**src/rtl/ezr_pkg.sv**
```systemverilog
// Shared constants, types and functions for the Euler rotation pipeline.
package ezr_pkg;

    localparam int CORDIC_STEPS = 30;
    localparam int QW = 64;                       // Q60 CORDIC word width
    localparam int FULL_TURN = 23592960;
    localparam int QUARTER_TURN = 5898240;
    localparam logic [37:0] PI_Q36 = 38'h3243F6A888;
    localparam logic signed [63:0] QUARTER_PI_Q60 = 64'sh0C90FDAA22168C23;
    localparam logic signed [63:0] INV_GAIN_Q60 = 64'sd700114967507363257;
    localparam logic signed [33:0] ONE_Q30 = 34'sd1073741824;
    localparam logic signed [66:0] HALF_Q30 = 67'sd536870912;

    // 92 full turns of whole degrees: keeps the whole-degree part positive
    localparam logic signed [16:0] DEG_OFFSET = 17'sd33120;
    // ceil(2^26 / 360): exact quotient for any 17-bit dividend
    localparam logic [17:0] RECIP_360 = 18'(((27'd1 << 26) + 27'd359) / 27'd360);
    // pi * 256 / 180 = pi * 64 / 45, split as 45 * RAD_A + RAD_B over 45
    localparam logic [43:0] PI_X64 = 44'(PI_Q36) << 6;
    localparam logic [38:0] RAD_A = 39'(PI_X64 / 44'd45);
    localparam logic [5:0]  RAD_B = 6'(PI_X64 % 44'd45);
    // ceil(2^35 / 45): exact quotient for any 29-bit dividend
    localparam logic [29:0] RECIP_45 = 30'(((36'd1 << 35) + 36'd44) / 36'd45);

    typedef logic signed [31:0] q30_t;

    // Angle after reduction: quadrant, zero flag, Q60 radians of the residual.
    typedef struct packed {
        logic [1:0]           quad;
        logic                 zero;
        logic signed [63:0]   z;
    } ang_t;

    typedef struct packed {
        logic signed [63:0] x;
        logic signed [63:0] y;
        logic signed [63:0] z;
    } cvec_t;

    // atan(2^-i) in Q60 by the truncated series; evaluated at elaboration.
    function automatic logic signed [63:0] step_angle(input int i);
        logic signed [63:0] sum;
        int e;
        sum = 64'sd0;
        if (i == 0)
            return QUARTER_PI_Q60;
        for (int k = 0; k < 61; k++)
        begin
            e = 60 - i * (2 * k + 1);
            if (e >= 0)
            begin
                if (k % 2 == 1)
                    sum = sum - 64'(signed'((64'd1 << e) / 64'(2 * k + 1)));
                else
                    sum = sum + 64'(signed'((64'd1 << e) / 64'(2 * k + 1)));
            end
        end
        return sum;
    endfunction

    function automatic logic signed [33:0] clamp34(input logic signed [33:0] v);
        if (v > ONE_Q30)
            return ONE_Q30;
        if (v < -ONE_Q30)
            return -ONE_Q30;
        return v;
    endfunction

    // Q60 -> Q30 with rounding and clamp.
    function automatic q30_t q60_to_q30(input logic signed [63:0] v);
        logic signed [64:0] t;
        logic signed [34:0] s;
        t = 65'(v) + 65'sd536870912;
        s = 35'(t >>> 30);
        if (s > 35'sd1073741824)
            return 32'sd1073741824;
        if (s < -35'sd1073741824)
            return -32'sd1073741824;
        return 32'(s);
    endfunction

    // (a*b + 2^29) >>> 30 on Q2.30 operands in [-1, 1].
    function automatic logic signed [33:0] qmul(input q30_t a, input q30_t b);
        logic signed [66:0] p;
        p = 67'(a) * 67'(b) + HALF_Q30;
        return 34'(p >>> 30);
    endfunction

endpackage

```
**src/rtl/ezr_reduce.sv**
```systemverilog
// Angle reduction modulo 360 degrees and conversion of the residual to Q60 radians.
module ezr_reduce
(
    input  logic                 clk,
    input  logic                 en,
    input  logic signed [31:0]   angle,
    output ezr_pkg::ang_t        ang
);
    // stage A: modulo on the whole degrees; stage B: quadrant split and scale by
    // pi*64/45 as a whole part and a remainder; stage C: remainder over 45, sum
    logic [24:0]        m_reg, m_next;
    logic [1:0]         quad_reg, quad_next;
    logic               zero_reg;
    logic [61:0]        ra_reg, ra_next;
    logic [28:0]        rb_reg, rb_next;
    logic [22:0]        r;
    logic signed [16:0] ipart;
    logic [16:0]        u;
    logic [34:0]        prod360;
    logic [16:0]        quo360;
    logic [8:0]         rem360;
    logic [58:0]        prod45;
    logic [63:0]        z_next;

    // the fraction bits pass through; only whole degrees need reducing
    always_comb
    begin
        ipart = 17'(angle >>> 16);
        u = ipart + ezr_pkg::DEG_OFFSET;
        prod360 = 35'(u) * 35'(ezr_pkg::RECIP_360);
        quo360 = 17'(prod360 >> 26);
        rem360 = 9'(u - quo360 * 17'd360);
        m_next = {rem360, angle[15:0]};
    end

    always_comb
    begin
        if (m_reg >= 25'(3 * ezr_pkg::QUARTER_TURN))
        begin
            quad_next = 2'd3;
            r = 23'(m_reg - 25'(3 * ezr_pkg::QUARTER_TURN));
        end
        else if (m_reg >= 25'(2 * ezr_pkg::QUARTER_TURN))
        begin
            quad_next = 2'd2;
            r = 23'(m_reg - 25'(2 * ezr_pkg::QUARTER_TURN));
        end
        else if (m_reg >= 25'(ezr_pkg::QUARTER_TURN))
        begin
            quad_next = 2'd1;
            r = 23'(m_reg - 25'(ezr_pkg::QUARTER_TURN));
        end
        else
        begin
            quad_next = 2'd0;
            r = 23'(m_reg);
        end
        ra_next = 62'(r) * 62'(ezr_pkg::RAD_A);
        rb_next = 29'(r) * 29'(ezr_pkg::RAD_B);
    end

    // floor(r*pi*64/45) = r*A + floor(r*B/45), the latter by reciprocal multiply
    always_comb
    begin
        prod45 = 59'(rb_reg) * 59'(ezr_pkg::RECIP_45);
        z_next = 64'(ra_reg) + 64'(prod45 >> 35);
    end

    always_ff @(posedge clk)
    begin
        if (en)
        begin
            m_reg <= m_next;
            quad_reg <= quad_next;
            zero_reg <= (r == 23'd0);
            ra_reg <= ra_next;
            rb_reg <= rb_next;
            ang.quad <= quad_reg;
            ang.zero <= zero_reg;
            ang.z <= signed'(z_next);
        end
    end
endmodule

```
**config.mk**
```make
export PLATFORM = sky130hd
export DESIGN_NAME = ezr_reduce
export DESIGN_NICKNAME = d
export VERILOG_FILES = /design/src/rtl/ezr_pkg.sv /design/src/rtl/ezr_reduce.sv
export SDC_FILE = /design/constraint.sdc
export NUM_CORES = 2
export LEC_CHECK = 0
export ABC_AREA = 0
export BUFFER_PORTS_ARGS = -buffer_cell sky130_fd_sc_hd__buf_4
export CORE_MARGIN = 3
export CORE_UTILIZATION = 44
export CTS_CLUSTER_DIAMETER = 120
export CTS_CLUSTER_SIZE = 8
export DETAILED_ROUTE_END_ITERATION = 12
export GPL_TIMING_DRIVEN = 0
export PLACE_DENSITY = 0.71
export SETUP_SLACK_MARGIN = 0.02
export SYNTH_ARGS = -nofsm -noshare
export SYNTH_HDL_FRONTEND = slang
export SYNTH_SLANG_ARGS = --single-unit
```
**constraint.sdc**
```tcl
create_clock -name clk -period 16.53 [get_ports clk]
set_input_delay 0 -clock clk [delete_from_list [all_inputs] [get_ports clk]]
set_output_delay 0 -clock clk [all_outputs]
set_load 0.005 [all_outputs]
```
==> results.sh <==
export IMPL_grt_use_total_pct=20.9
export IMPL_antenna_cells=0
export IMPL_drc=0
export IMPL_clk_pin_slew_ns=0.10
export IMPL_grt_pass1_wl_um=158000
export IMPL_finalMaxSlewViolations=0
export IMPL_crit_fanout=19
export IMPL_rsz0062_at_grt="no"
export IMPL_routed_via_density=5.20
export IMPL_cts_root_buf="clkbuf_16"
export IMPL_vias=27300
export IMPL_hold_viol=0
export IMPL_overflow=0
export IMPL_die_h_um=312
export IMPL_cts_buffer_depth=2
export IMPL_drtIter0Drc=1701
export IMPL_postRouteAntennaNets=0
export IMPL_yosys_warnings=0
export IMPL_worstMarginPinSlew_ns=1.30
export IMPL_wl_per_cell_um=18.9
export IMPL_fin_nets=5581
export IMPL_reg2reg_slack_ns=4.05
export IMPL_gp_congestion=0.957
export IMPL_cp_top_family="adder cells"
export IMPL_clock_sinks=184
export IMPL_hp_class="primary input to flop"
export IMPL_die_area_mm2=0.0974
export IMPL_tns_ns=0
export IMPL_worst_ep_arrival_time_ns=12.69
export IMPL_synthCells=3852
export IMPL_holdPathStages=4
export IMPL_required_ns=16.74
export IMPL_num_rows=111
export IMPL_dieWidth_um=312
export IMPL_start_util_pct=44.7
export IMPL_synth_edff_count=184
export IMPL_multiInputGateArea_mm2=0.0318
export IMPL_end_kind="flop"
export IMPL_crit_slowest_cell="edfxtp_1"
export IMPL_hpwlAfterDp_um=85400
export IMPL_synth_avg_cell_area_um2=10.7
export IMPL_antenna_found_initial=0
export IMPL_cts_tree="built"
export IMPL_timing_fmax_mhz=80.2
export IMPL_path_common_cell="fa_1"
export IMPL_syn_nets=5437
export IMPL_seq_area_frac_synth_pct=13.4
export IMPL_final_layout_size_suffix_gt1_share_pct=4.74
export IMPL_ioPinCount=101
export IMPL_first_global_vias=29000
export IMPL_syn_cell_area_mm2=0.0412
export IMPL_nFillCells=8445
export IMPL_dr_pass1_iters=5
export IMPL_yosys_register_bits=184
export IMPL_slew_limit_headroom_pct=13.2
export IMPL_max_stage_delay_ns=1.22
export IMPL_cap_violations=0
export IMPL_syn2layout_area_growth_pct=7.77
export IMPL_critical_path_buf_inv_count=4
export IMPL_ctsHoldBuffers=21
export IMPL_synth_ff_type="edfxtp_1"
export IMPL_grt_max_degree=108
export IMPL_r2r_cells=30
export IMPL_postCtsSetupBuffers=0
export IMPL_worstSkewPairLatency_ns=0.50
export IMPL_cts_made_buffers=17
export IMPL_setup_violations_final=0
export IMPL_reg2reg_to="ra_reg[61]"
export IMPL_yosysUniqueCellTypes=91
export IMPL_portBuffers=99
export IMPL_hold_end="m_reg[19]"
export IMPL_seq_area_mm2=0.00553
export IMPL_cts_max_level=4
export IMPL_holdCritStartpoint="angle[19]"
export IMPL_clock_skew_ns=0.0300
export IMPL_status="completed"
export IMPL_wirelength_um=99200
export IMPL_post_route_period_util_pct=75.5
export IMPL_critPathKind="flop to flop"
export IMPL_coreArea_mm2=0.0924
export IMPL_r2r_start="m_reg[0]"
export IMPL_ys_async_sr_fraction_pct=0
export IMPL_cp_start_kind="flop"
export IMPL_cts_resized_gates=0
export IMPL_period_minus_slack_ns=12.48
export IMPL_largest_reg_flops=66
==> cell type report <==
cell class / count / share of cell area (%)
flip-flops and latches: 184 / 12.4
plain buffers: 21 / 0.208
clock buffers: 18 / 0.966
well taps: 1243 / 3.50
clock inverters: 14 / 0.352
inverters: 1026 / 8.67
repair buffers: 125 / 2.33
multi-input cells: 2621 / 71.6
==> per-layer routing <==
metal / up-vias / global-route usage [%] / wire length (um)
li1: 12700 / - / -
met1: 13700 / 28.3 / 43400
met2: 723 / 34.9 / 47200
met3: 133 / 3.87 / 6270
met4: 0 / 5.05 / 2280
met5: - / 0 / 0
==> synthesized netlist by cell type, types with 3 or more instances <==
library cell	count	area share, %
fa_1	708	34
ha_1	843	26
and3_1	31	0.47
o21ai_0	65	0.79
nand2_1	92	0.84
inv_1	1026	9.3
buf_2	5	0.061
o211ai_1	7	0.13
nor3b_1	4	0.073
o22ai_1	5	0.076
nor4_1	12	0.18
a21oi_2	3	0.064
nand3_1	37	0.45
and2_1	17	0.26
or2_2	5	0.076
o31a_1	3	0.064
nand2b_1	15	0.23
a221oi_1	7	0.15
xnor2_1	114	2.4
o21a_1	18	0.33
mux2i_1	4	0.097
nor2_1	89	0.81
nor3_1	27	0.33
a41oi_1	3	0.064
o311a_1	3	0.073
o21ai_1	10	0.12
a21oi_1	126	1.5
nor2b_1	14	0.21
a31oi_1	16	0.24
a311o_1	5	0.12
o21bai_1	14	0.25
a21o_1	101	1.8
a211oi_2	3	0.091
xor2_1	85	1.8
a211oi_1	15	0.27
nand4_1	30	0.46
or4_1	4	0.073
o31ai_1	3	0.055
or3_1	4	0.061
clkbuf_1	14	0.13
edfxtp_1	184	13
a211o_1	4	0.085
and4_1	10	0.21
==> per-stage QoR <==
step	instance area, um^2	cells	worst slack [ns]	hold slack [ns]	utilization (%)
global placement	43500	5194	3.65	0.180	47.1
finish	44400	5252	4.05	0.0258	48.1
global route	44400	5252	3.23	0.0538	48.1
floorplan	41200	3852	7.51	0.0989	-
detailed placement	43600	5199	4.40	0.180	47.3
CTS	44400	5252	4.29	0.0138	48.1
==> how the worst max path moves through the flow <==
| stage | from | end | slack [ns] | depth (start not counted) |
|---|---|---|---|---|
| 3_3_place_gp | m_reg[0] | ra_reg[61] | 3.65 | 29 |
| 3_5_place_dp | m_reg[0] | ra_reg[61] | 4.40 | 29 |
| 2_1_floorplan | m_reg[0] | ra_reg[60] | 7.51 | 33 |
| 6_report | m_reg[0] | ra_reg[61] | 4.05 | 30 |
| 5_1_grt | m_reg[0] | ra_reg[59] | 3.23 | 30 |
| 4_1_cts | m_reg[0] | ra_reg[61] | 4.29 | 30 |
==> layout by cell type, fill, tap and decap left out, types with 5 or more instances in the layout <==
master         count
inv_1           1026
ha_1             843
fa_1             708
edfxtp_1         184
a21oi_1          126
xnor2_1          112
buf_4            102
a21o_1           101
nand2_1           92
nor2_1            89
xor2_1            84
o21ai_0           64
nand3_1           37
and3_1            31
nand4_1           30
nor3_1            27
dlygate4sd3_1     21
o21a_1            18
and2_1            17
clkbuf_16         17
a31oi_1           16
a211oi_1          15
nand2b_1          15
clkbuf_1          15
o21bai_1          14
nor2b_1           14
nor4_1            12
o21ai_1           11
and4_1            10
o211ai_1           7
a221oi_1           6
o22ai_1            5
a311o_1            5
buf_2              5
or2_2              5
==> tightest hold or removal path, cell delays in order <==
cell   delay (ns)
buf_4        0.15
inv_1        0.06
ha_1         0.12
inv_1        0.04
==> cells by family (layout without fill, tap and decap cells) <==
family                   count (synthesis)  count (layout)  synth area share [%]
AND/OR/NAND/NOR                        407             407                  5.07
buffers and inverters                 1047            1204                  9.56
AO/OA/AOI/OAI                          458             458                  7.67
XOR/XNOR                               199             199                  4.23
other                                    1               1               0.00909
adder cells (fa/ha/maj)               1551            1551                  59.9
multiplexers                             5               5                 0.124
flip-flops                             184             184                  13.4
Power is left out: the tool's default activity adds up to more than one toggle a clock period on the data nets, which glitch-free logic cannot reach.
